<file path="src/hdl/sih_pkg.sv">
// ----------------------------------------------------------------------------
// sih_pkg
// Types, constants and mixing functions shared by the string ID hash block.
// ----------------------------------------------------------------------------
package sih_pkg;

  localparam int unsigned HashWidth  = 32;
  localparam int unsigned ByteWidth  = 8;
  localparam int unsigned TagWidth   = 16;
  localparam int unsigned ActWidth   = 2;

  // Shift amounts of the byte mix and of the final mix
  localparam int unsigned MixAddShift = 10;
  localparam int unsigned MixXorShift = 6;
  localparam int unsigned FinAddShift = 3;
  localparam int unsigned FinXorShift = 11;

  localparam logic [HashWidth-1:0] HashMaskHigh = 32'hFFFF_0000;

  // Reset value of the signed-byte control
  localparam logic SignedBytesReset = 1'b1;

  typedef enum logic [ActWidth-1:0] {
    ACT_APPEND        = 2'd0,
    ACT_APPEND_FINISH = 2'd1,
    ACT_FINISH        = 2'd2,
    ACT_IGNORE        = 2'd3
  } action_t;

  typedef logic [HashWidth-1:0] hash_t;
  typedef logic [ByteWidth-1:0] byte_t;
  typedef logic [TagWidth-1:0]  tag_t;

  // Add one byte (optionally sign-extended) and mix it into the running hash
  function automatic hash_t absorb_mix(hash_t h, byte_t b, logic sign_ext);
    hash_t ext;
    hash_t h0;
    hash_t h1;
    ext = {{(HashWidth-ByteWidth){sign_ext & b[ByteWidth-1]}}, b};
    h0  = h + ext;
    h1  = h0 + (h0 << MixAddShift);
    return h1 ^ (h1 >> MixXorShift);
  endfunction

  // Final avalanche, add the byte count, keep the high half, insert the tag
  function automatic hash_t finish_mix(hash_t h, hash_t count, tag_t tag);
    hash_t f0;
    hash_t f1;
    hash_t f2;
    f0 = h + (h << FinAddShift);
    f1 = f0 ^ (f0 >> FinXorShift);
    f2 = f1 + count;
    return (f2 & HashMaskHigh) | {{(HashWidth-TagWidth){1'b0}}, tag};
  endfunction

endpackage

</file>
<file path="src/hdl/string_id_hash.sv">
// ----------------------------------------------------------------------------
// string_id_hash
// One-at-a-time hash of a name streamed one byte per request, emitting a
// 32-bit identifier (upper hash half plus a caller tag) on finish.
// ----------------------------------------------------------------------------
// Usage:
//   Input channel (in_valid/in_ready) carries action, data_byte, id_low_tag.
//   Action append adds a byte, append-finish adds a byte and closes the name,
//   finish closes the name without a byte; the reserved code is dropped.
//   Output channel (out_valid/out_ready) carries hash_id, one per finish.
//   cfg_we/cfg_wdata write the signed_bytes control; write it only while
//   the block is idle. It resets to 1 (bytes treated as signed).
// Timing:
//   Three register stages: input register (with the running hash and byte
//   count beside it), final mix stage, output register. A finishing request
//   passes through all three to out_valid. One request per cycle is sustained
//   while in_ready stays high; the loop is a single add/shift/xor step per cycle.
// Reset clears the running hash, the byte count and all valid flags.
// When the receiver stalls, the output holds and the final mix stage fills;
// in_ready drops only while a finishing request waits in the input register
// behind a full final mix stage. Append requests keep flowing until then.
// ----------------------------------------------------------------------------
module string_id_hash (
  input  logic                            clk,
  input  logic                            rst,
  input  logic                            cfg_we,
  input  logic                            cfg_wdata,
  input  logic                            in_valid,
  output logic                            in_ready,
  input  logic [sih_pkg::ActWidth-1:0]    action,
  input  logic [sih_pkg::ByteWidth-1:0]   data_byte,
  input  logic [sih_pkg::TagWidth-1:0]    id_low_tag,
  output logic                            out_valid,
  input  logic                            out_ready,
  output logic [sih_pkg::HashWidth-1:0]   hash_id
);
  import sih_pkg::*;

  logic    signed_bytes;

  // Input register
  logic    in_q_valid;
  action_t in_q_action;
  byte_t   in_q_byte;
  tag_t    in_q_tag;

  // Running state
  hash_t   running_hash;
  hash_t   byte_count;

  // Final mix stage
  logic    fin_valid;
  hash_t   fin_hash;
  hash_t   fin_count;
  tag_t    fin_tag;

  logic    in_q_finish;
  logic    in_q_append;
  logic    in_q_move;
  logic    fin_move;
  logic    fin_free;
  logic    out_free;
  hash_t   hash_absorbed;
  hash_t   count_absorbed;
  hash_t   hash_id_next;

  // Decode the held request and mix in its byte
  always_comb begin
    in_q_append    = (in_q_action == ACT_APPEND) || (in_q_action == ACT_APPEND_FINISH);
    in_q_finish    = (in_q_action == ACT_APPEND_FINISH) || (in_q_action == ACT_FINISH);
    hash_absorbed  = in_q_append ? absorb_mix(running_hash, in_q_byte, signed_bytes)
                                 : running_hash;
    count_absorbed = in_q_append ? byte_count + hash_t'(1) : byte_count;
    hash_id_next   = finish_mix(fin_hash, fin_count, fin_tag);
  end

  // Stage handshakes, from the output back to the input
  assign out_free  = !out_valid || out_ready;
  assign fin_move  = fin_valid && out_free;
  assign fin_free  = !fin_valid || fin_move;
  assign in_q_move = in_q_valid && (!in_q_finish || fin_free);
  assign in_ready  = !in_q_valid || in_q_move;

  // Configuration register
  always_ff @(posedge clk) begin
    if (rst) begin
      signed_bytes <= SignedBytesReset;
    end else if (cfg_we) begin
      signed_bytes <= cfg_wdata;
    end
  end

  // Capture a request
  always_ff @(posedge clk) begin
    if (rst) begin
      in_q_valid <= 1'b0;
    end else if (in_ready) begin
      in_q_valid <= in_valid;
    end
  end

  always_ff @(posedge clk) begin
    if (in_valid && in_ready) begin
      in_q_action <= action_t'(action);
      in_q_byte   <= data_byte;
      in_q_tag    <= id_low_tag;
    end
  end

  // Advance the running hash; clear it when the name is closed
  always_ff @(posedge clk) begin
    if (rst) begin
      running_hash <= '0;
      byte_count   <= '0;
    end else if (in_q_move) begin
      if (in_q_finish) begin
        running_hash <= '0;
        byte_count   <= '0;
      end else begin
        running_hash <= hash_absorbed;
        byte_count   <= count_absorbed;
      end
    end
  end

  // Hand a closed name to the final mix stage
  always_ff @(posedge clk) begin
    if (rst) begin
      fin_valid <= 1'b0;
    end else if (fin_free) begin
      fin_valid <= in_q_move && in_q_finish;
    end
  end

  always_ff @(posedge clk) begin
    if (in_q_move && in_q_finish) begin
      fin_hash  <= hash_absorbed;
      fin_count <= count_absorbed;
      fin_tag   <= in_q_tag;
    end
  end

  // Output register
  always_ff @(posedge clk) begin
    if (rst) begin
      out_valid <= 1'b0;
    end else if (out_free) begin
      out_valid <= fin_valid;
    end
  end

  always_ff @(posedge clk) begin
    if (fin_move) begin
      hash_id <= hash_id_next;
    end
  end

  // Closing a name leaves the running state cleared
  assert property (@(posedge clk) disable iff (rst)
    (in_q_move && in_q_finish) |=> (running_hash == '0 && byte_count == '0))
    else $error("running state not cleared after finish");

  // Reserved action leaves the running state untouched
  assert property (@(posedge clk) disable iff (rst)
    (in_q_move && in_q_action == ACT_IGNORE) |=> ($stable(running_hash) && $stable(byte_count)))
    else $error("reserved action changed running state");

  // A stalled final-mix request is neither lost nor altered
  assert property (@(posedge clk) disable iff (rst)
    (fin_valid && !fin_move) |=> (fin_valid && $stable(fin_hash) && $stable(fin_tag)))
    else $error("final mix stage dropped a stalled request");

  // A request that cannot reach the final stage is held in the input register
  assert property (@(posedge clk) disable iff (rst)
    (in_q_valid && !in_q_move) |=> (in_q_valid && $stable(in_q_action)))
    else $error("input register dropped a stalled request");

  // Nothing leaves the block right after reset
  assert property (@(posedge clk) rst |=> !out_valid)
    else $error("output valid after reset");

endmodule

</file>
<file path="config.mk">
export PLATFORM = sky130hd
export DESIGN_NAME = string_id_hash
export DESIGN_NICKNAME = d
export VERILOG_FILES = /design/src/hdl/sih_pkg.sv /design/src/hdl/string_id_hash.sv
export SDC_FILE = /design/constraint.sdc
export NUM_CORES = 1
export LEC_CHECK = 0
export BUFFER_PORTS_ARGS = -buffer_cell sky130_fd_sc_hd__buf_2
export CELL_PAD_IN_SITES_DETAIL_PLACEMENT = 2
export CELL_PAD_IN_SITES_GLOBAL_PLACEMENT = 2
export CORE_ASPECT_RATIO = 0.7
export CORE_MARGIN = 4
export CORE_UTILIZATION = 36
export CTS_CLUSTER_SIZE = 28
export DETAILED_ROUTE_END_ITERATION = 7
export GPL_TIMING_DRIVEN = 0
export PLACE_DENSITY = 0.84
export SLEW_MARGIN = 20
export SYNTH_ARGS = -nofsm -noshare
export SYNTH_HDL_FRONTEND = slang
export SYNTH_SLANG_ARGS = --single-unit
</file>
<file path="constraint.sdc">
create_clock -name clk -period 6 [get_ports clk]
set_input_delay 1.2 -clock clk [delete_from_list [all_inputs] [get_ports clk]]
set_output_delay 1.2 -clock clk [all_outputs]
set_load 0.03 [all_outputs]
</file>
==> results of run 1 <==
[flip-flops by register name (all words and copies together) (netlist names), 2 cells and up]
name          cells
byte_count       32
fin_count        32
fin_hash         32
hash_id          32
running_hash     32
fin_tag          16
in_q_tag         16
in_q_byte         8
in_q_action       2
[metal layers]
| layer | track usage | vias up | wire, um |
|---|---|---|---|
| met5 | 0 | - | 0 |
| li1 | - | 5132 | - |
| met2 | 0.439 | 573 | 28200 |
| met4 | 0.0847 | 0 | 1920 |
| met1 | 0.368 | 6213 | 24100 |
| met3 | 0.0502 | 134 | 4380 |
[area by class of cell]
class                   instances  area [sq um]  share of cell area
plain buffers                  58           234              0.0148
clock buffers                  33           644              0.0408
inverters                      27           101             0.00642
repair buffers                132           890              0.0564
clock inverters                11          92.6             0.00587
multi-input cells            1023          7730               0.489
well taps                     472           591              0.0374
flip-flops and latches        206          5510               0.349
[power breakdown]
group          total (mW)  switching [mW]  internal, mW
Clock                1.47           0.673         0.799
Combinational        4.80            2.98          1.82
Sequential           1.78          0.0666          1.71
[layout by cell type (no fill, tap or decap), types with 9 or more instances in the layout]
cell / instances
sky130_fd_sc_hd__nor2_1: 144
sky130_fd_sc_hd__edfxtp_1: 138
sky130_fd_sc_hd__xnor2_1: 97
sky130_fd_sc_hd__nand2_1: 86
sky130_fd_sc_hd__ha_1: 79
sky130_fd_sc_hd__a21oi_1: 73
sky130_fd_sc_hd__buf_2: 69
sky130_fd_sc_hd__dfxtp_1: 66
sky130_fd_sc_hd__buf_4: 62
sky130_fd_sc_hd__clkbuf_1: 53
sky130_fd_sc_hd__xor2_1: 53
sky130_fd_sc_hd__o21ai_0: 47
sky130_fd_sc_hd__nand3_1: 44
sky130_fd_sc_hd__a21o_1: 39
sky130_fd_sc_hd__a22oi_1: 39
sky130_fd_sc_hd__inv_1: 24
sky130_fd_sc_hd__nor3_1: 24
sky130_fd_sc_hd__clkbuf_16: 24
sky130_fd_sc_hd__xnor2_2: 16
sky130_fd_sc_hd__nand2b_1: 15
sky130_fd_sc_hd__or3_1: 13
sky130_fd_sc_hd__and3_1: 12
sky130_fd_sc_hd__nand4_1: 12
sky130_fd_sc_hd__o21ai_1: 10
sky130_fd_sc_hd__o21ai_2: 9
sky130_fd_sc_hd__a21oi_2: 9
[path summary, 6_finish.rpt]
kind	to	cells past startpoint
setup / recovery	hash_id[30]$_DFFE_PP_	22
hold / removal	hash_id[13]$_DFFE_PP_	0
setup reg to reg	hash_id[30]$_DFFE_PP_	22
hold reg to reg	hash_id[13]$_DFFE_PP_	0
[cell families after synthesis]
family | Yosys count | share of synthesized area
fa+ha+maj | 94 | 0.0930
compound gates | 334 | 0.174
mux | 7 | 0.00555
xor+xnor | 172 | 0.117
buf+inv | 87 | 0.0263
simple gates | 416 | 0.155
flops | 206 | 0.429
[through the flow]
step                utilization  setup TNS [ps]
finish                    0.452            -670
global route              0.452           -2980
CTS                       0.436               0
detailed placement        0.397          -26920
global placement          0.394         -161900
floorplan                     -               0
[timing repair]
item,4_1_cts,5_1_grt
hold buffers,0,0
pin swaps,25,49
endpoints found under the setup margin,51,39
buffers inserted,32,31
resized for setup,88,66
hold endpoints to repair,0,0
==> reports/qor.json, run 1 <==
{
  "cp-startpoint": "fin_hash[1]$_DFFE_PP_",
  "cts.htree.levels": 1,
  "result_of_the_run": "finished with violations",
  "count_of_antenna_violating_nets_left_after_detailed_routing": 0,
  "cts_buffers": 24,
  "cpMostUsedCell": "sky130_fd_sc_hd__a21o_1",
  "final_max_slew_viol_count": 0,
  "setup.reg_to_reg.worst_slack_ps": -140,
  "synth_cells": 1316,
  "path_delay_family": "compound AO/OA/AOI/OAI gates",
  "largest_stage_delay_on_the_critical_path_ps": 470,
  "synthMostInstantiatedCell": "sky130_fd_sc_hd__nor2_1",
  "worstSetupStartpointType": "register",
  "post-route-worst-setup-slack_ps": -144,
  "preCtsSetupSlack_ps": -1190,
  "maxClockFrequency_mhz": 163,
  "failing_checks": "negative setup slack",
  "crit_type": "reg -> reg",
  "netlist_top_cells_count": "sky130_fd_sc_hd__nor2_1 (152), sky130_fd_sc_hd__edfxtp_1 (138), sky130_fd_sc_hd__xnor2_1 (115)",
  "critPathRequiredTime_ps": 6290,
  "static-leakage-power_nw": 6.21,
  "route.vias.total": 12100,
  "setup_crit_end_kind": "register",
  "grt_max_degree": 30,
  "initial_standard_cell_utilization_of_the_core": 0.368,
  "yosysSeqAreaShare": 0.429,
  "holdCritStartpoint": "fin_tag[13]$_DFFE_PP_",
  "dpl.cell_count": 1857,
  "syn-cell-area_sq_um": 12800,
  "drt_first_pass_iters": 5,
  "post-route-drc-count": 0,
  "layout_filler_cell_count": 3664,
  "maxCapViolCount": 0,
  "final.period_utilization": 1.02,
  "synth_area_leaders": "sky130_fd_sc_hd__edfxtp_1 (32%), sky130_fd_sc_hd__dfxtp_1 (11%), sky130_fd_sc_hd__ha_1 (8.7%), sky130_fd_sc_hd__xnor2_1 (7.8%), sky130_fd_sc_hd__nor2_1 (4.4%)",
  "critical_path_buf_inv_count": 0,
  "drive_above_1_share": 0.199,
  "cts_tree": "done",
  "clock_tree.root_cell": "sky130_fd_sc_hd__clkbuf_16",
  "max-clock-path-buffers": 3,
  "grt_first_pass_wirelength_um": 81400,
  "area_of_placed_instances_sq_um": 13900,
  "max_slew_margin": 0.266,
  "cp_slowest_cell": "sky130_fd_sc_hd__o41a_1",
  "ys_warn_count": 0,
  "worstMarginPinSlew_ps": 1100,
  "synth_largest_type_area_fraction": 0.323,
  "antenna_violations_before_repair": 0,
  "drt_iter0_markers": 1305,
  "fin_crit_ps": 6140,
  "finalHoldWorstSlack_ps": 420,
  "synth-edff-count": 138,
  "post-synth-top-area-cell": "sky130_fd_sc_hd__edfxtp_1",
  "ys.flop_type": "sky130_fd_sc_hd__edfxtp_1",
  "cp_cell_sequence": "ha_1, a21o_1, a21o_1, a2111oi_4, o31ai_2, o41a_1, a21o_1, a21oi_1, xnor2_2, xor2_1, ha_1, a211oi_1, nand2_1, a221o_1, a21oi_2, and3_2, a31oi_4, a221oi_4, o21ai_2, a31oi_4, o21ai_1, a41o_1",
  "area_delta_synth_final_pct": 22.9,
  "placeableCoreArea_sq_um": 34900,
  "synth_area_per_cell_sq_um": 9.76,
  "pwr_density_cell_nw_per_um2": 509,
  "cts.reportedPaths.clkPinSlew_ps": 70,
  "antenna_cells": 0,
  "track_usage": 0.271,
  "placement_rows": 57,
  "number_of_input_and_output_port_buffers_inserted": 65,
  "num-nets-final": 1596,
  "die_area_sq_um": 38800,
  "mappedNetlistNets": 1440,
  "timing.hold.worst.class": "reg -> reg",
  "postRouteWirelength_um": 58500,
  "worstPathArrival_ps": 6430,
  "fin_worst_skew_ps": 23.2,
  "unrepaired_setup_endpoints_after_global_routing": "true",
  "vias_per_cell": 6.14,
  "worst-path-max-fanout": 4,
  "post-dp-hpwl_um": 36900,
  "finish.instance_area_sq_um": 15800,
  "layout.cells.non_filler": 1962,
  "startpoint_of_the_worst_register_to_register_path": "fin_hash[1]$_DFFE_PP_",
  "p_total_mw": 8.04,
  "ys_seq_elements": 206,
  "place.gp.congestion": 0.904,
  "grt_remaining_overflow": 0,
  "top_level_ports": 66,
  "synth-async-reset-ratio": 0,
  "wl_per_cell_um": 29.8,
  "report.final.hold_viol_count": 0,
  "ys_types": 76,
  "cts_sinks": 206,
  "die_w_um": 234,
  "die_y_um": 166,
  "grt_pass1_vias": 13000,
  "vdd_ir_drop_max_mv": 0.301,
  "setup_violations": 11,
  "clkLatencyLatePin_ps": 550
}
Power figures use the tool's default switching activity.
==> inputs of run 2 (changes only) <==
RECOVER_POWER = 50   (was default)
==> run 2 against run 1 <==
The run ends with max-capacitance violations, max-slew violations, negative setup slack left. Fmax grew 0.30%. Die area is the same. Sequential power is essentially flat. Sequential share of layout area grew 0.18 points. Critical path depth is the same. Power is essentially flat. Register-to-register slack gained 20 ps. Worst setup slack gained 18 ps. Flip-flop and latch count is the same. Via count grew 0.58%. Clock skew is essentially flat. Count of clock-buffer cells in the layout is the same. Critical path type unchanged. Critical endpoint unchanged. Highest routed layer unchanged.
==> reports/qor.json, run 2 (synthesis results as in run 1) <==
{
  "area_delta_synth_final_pct": 22.3,
  "footprint_of_the_multi_input_gates_sq_um": 7700,
  "placement_rows": 57,
  "fin_crit_ps": 6130,
  "report.final.hold_viol_count": 0,
  "timing.hold.worst.class": "reg -> reg",
  "initial_standard_cell_utilization_of_the_core": 0.368,
  "power.share.sequential": 0.221,
  "fin_worst_skew_ps": 23.3,
  "drt_iter0_markers": 1295,
  "vdd_ir_drop_max_mv": 0.301,
  "cts.htree.levels": 1,
  "post-route-worst-setup-slack_ps": -126,
  "max-clock-path-buffers": 3,
  "result_of_the_run": "finished with violations",
  "maxCapViolCount": 2,
  "placeableCoreArea_sq_um": 34900,
  "drive_above_1_share": 0.172,
  "max_slew_margin": -0.251,
  "post-route-drc-count": 0,
  "die_w_um": 234,
  "grt_remaining_overflow": 0,
  "unrepaired_setup_endpoints_after_global_routing": "true",
  "drt_first_pass_iters": 5,
  "power_frac_clock": 0.183,
  "grt_max_degree": 30,
  "num-nets-final": 1596,
  "worstPathArrival_ps": 6410,
  "cts_buffers": 24,
  "setup_violations": 8,
  "pwr_density_cell_nw_per_um2": 512,
  "cts_tree": "done",
  "die_y_um": 166,
  "final.period_utilization": 1.02,
  "relative_contribution_of_combinational_cells_to_total_power": 0.596,
  "setup_crit_end_kind": "register",
  "final_max_slew_viol_count": 52,
  "postRouteWirelength_um": 58700,
  "power.share.switching": 0.463,
  "layout.cells.most_common": "sky130_fd_sc_hd__nor2_1",
  "failing_checks": "max-capacitance violations, max-slew violations, negative setup slack",
  "vias_per_cell": 6.18,
  "maxClockFrequency_mhz": 163,
  "internal-power_mw": 4.32,
  "commonest_cells_after_routing_fill_and_taps_aside": "sky130_fd_sc_hd__nor2_1 (147), sky130_fd_sc_hd__edfxtp_1 (138), sky130_fd_sc_hd__xnor2_1 (97)",
  "p_total_mw": 8.04,
  "worst-path-max-fanout": 4,
  "antenna_violations_before_repair": 0,
  "critPathRequiredTime_ps": 6290,
  "track_usage": 0.271,
  "cts_sinks": 206,
  "cp_slowest_cell": "sky130_fd_sc_hd__o41a_1",
  "grt_pass1_vias": 13000,
  "top_level_ports": 66,
  "total_switching_power_mw": 3.72,
  "post-dp-hpwl_um": 36900,
  "layout_filler_cell_count": 3690,
  "place.gp.congestion": 0.904,
  "worstSetupStartpointType": "register",
  "layout.core_utilization": 0.449,
  "count_of_antenna_violating_nets_left_after_detailed_routing": 0,
  "antenna_cells": 0,
  "worstMarginPinSlew_ps": 1870,
  "number_of_input_and_output_port_buffers_inserted": 65,
  "clkLatencyLatePin_ps": 560,
  "route.vias.total": 12100,
  "final-seq-area_sq_um": 5510,
  "clock_tree.root_cell": "sky130_fd_sc_hd__clkbuf_16",
  "wl_per_cell_um": 29.9,
  "grt_first_pass_wirelength_um": 81400,
  "die_area_sq_um": 38800,
  "finalHoldWorstSlack_ps": 419,
  "static-leakage-power_nw": 6.10,
  "cpMostUsedCell": "sky130_fd_sc_hd__a21o_1",
  "crit_type": "reg -> reg",
  "cp_cell_sequence": "ha_1, a21o_1, a21o_1, a2111oi_4, o31ai_2, o41a_1, a21o_1, a21oi_1, xnor2_2, xor2_1, ha_1, a211oi_1, nand2_1, a221o_1, a21oi_2, and3_2, a31oi_4, a221oi_4, o21ai_2, a31oi_4, o21ai_1, a41o_1",
  "largest_stage_delay_on_the_critical_path_ps": 460,
  "cts.reportedPaths.clkPinSlew_ps": 70
}
## run 2: cell types whose count changed in the layout (fill, tap and decap cells not counted), sizes merged
cell    change
buf        -36
clkbuf     +36
## run 2: area by class of cell
cell class	instances	share of cell area
multi-input cells	1023	0.491
flip-flops and latches	206	0.351
repair buffers	132	0.0529
clock buffers	33	0.0410
well taps	472	0.0376
plain buffers	58	0.0149
inverters	27	0.00645
clock inverters	11	0.00590
## run 2: per-layer routing
metal  part of all wire  track usage  wire length, um  vias up
met5                  0            0                0        -
met4              0.032       0.0847             1890        0
met3              0.073       0.0502             4300      138
met2               0.48        0.439            28400      578
met1               0.41        0.368            24100     6271
li1                   -            -                -     5135
## run 2: metrics by stage
step	instances	setup slack (ps)	cell area (sq um)	TNS, ps
after floorplan	1316	410	12800	0
after global placement	1853	-1830	13800	-161900
after detailed placement	1857	-1190	13900	-26920
after CTS	1932	6.02	15200	0
after global routing	1962	-284	15700	-3010
final	1962	-126	15700	-484
## run 2: what timing repair did
action / CTS / global route
hold buffers: 0 / 0
setup buffers: 32 / 31
setup endpoints to repair: 51 / 39
pin swaps: 25 / 49
gates resized for setup: 88 / 66
## run 2: path summary, 6_finish.rpt
| check | from | to | slack [ps] | cells past startpoint |
|---|---|---|---|---|
| worst max-delay path | fin_hash[1]$_DFFE_PP_ | hash_id[30]$_DFFE_PP_ | -130 | 22 |
| worst min-delay path | fin_tag[13]$_DFFE_PP_ | hash_id[13]$_DFFE_PP_ | 420 | 0 |
| worst max register to register | fin_hash[1]$_DFFE_PP_ | hash_id[30]$_DFFE_PP_ | -130 | 22 |
| worst min register to register | fin_tag[13]$_DFFE_PP_ | hash_id[13]$_DFFE_PP_ | 420 | 0 |
## run 2: power groups by stage
stage | sequential [mW] | clock [mW] | combinational (mW)
floorplan | 1.80 | 0 | 2.63
global placement | 1.79 | 0 | 3.56
detailed placement | 1.79 | 0 | 3.77
CTS | 1.77 | 1.46 | 4.17
global route | 1.78 | 1.54 | 5.04
finish | 1.78 | 1.47 | 4.79
## run 2: worst max-delay path, delay by kind of cell (launching register included)
kind / cells / cell delay (ps)
adders and majority gates: 2 / 530
AOI/OAI and AO/OA: 16 / 4140
xor gates and xnor gates: 2 / 370
DFF: 1 / 420
and+or+nand+nor: 2 / 370
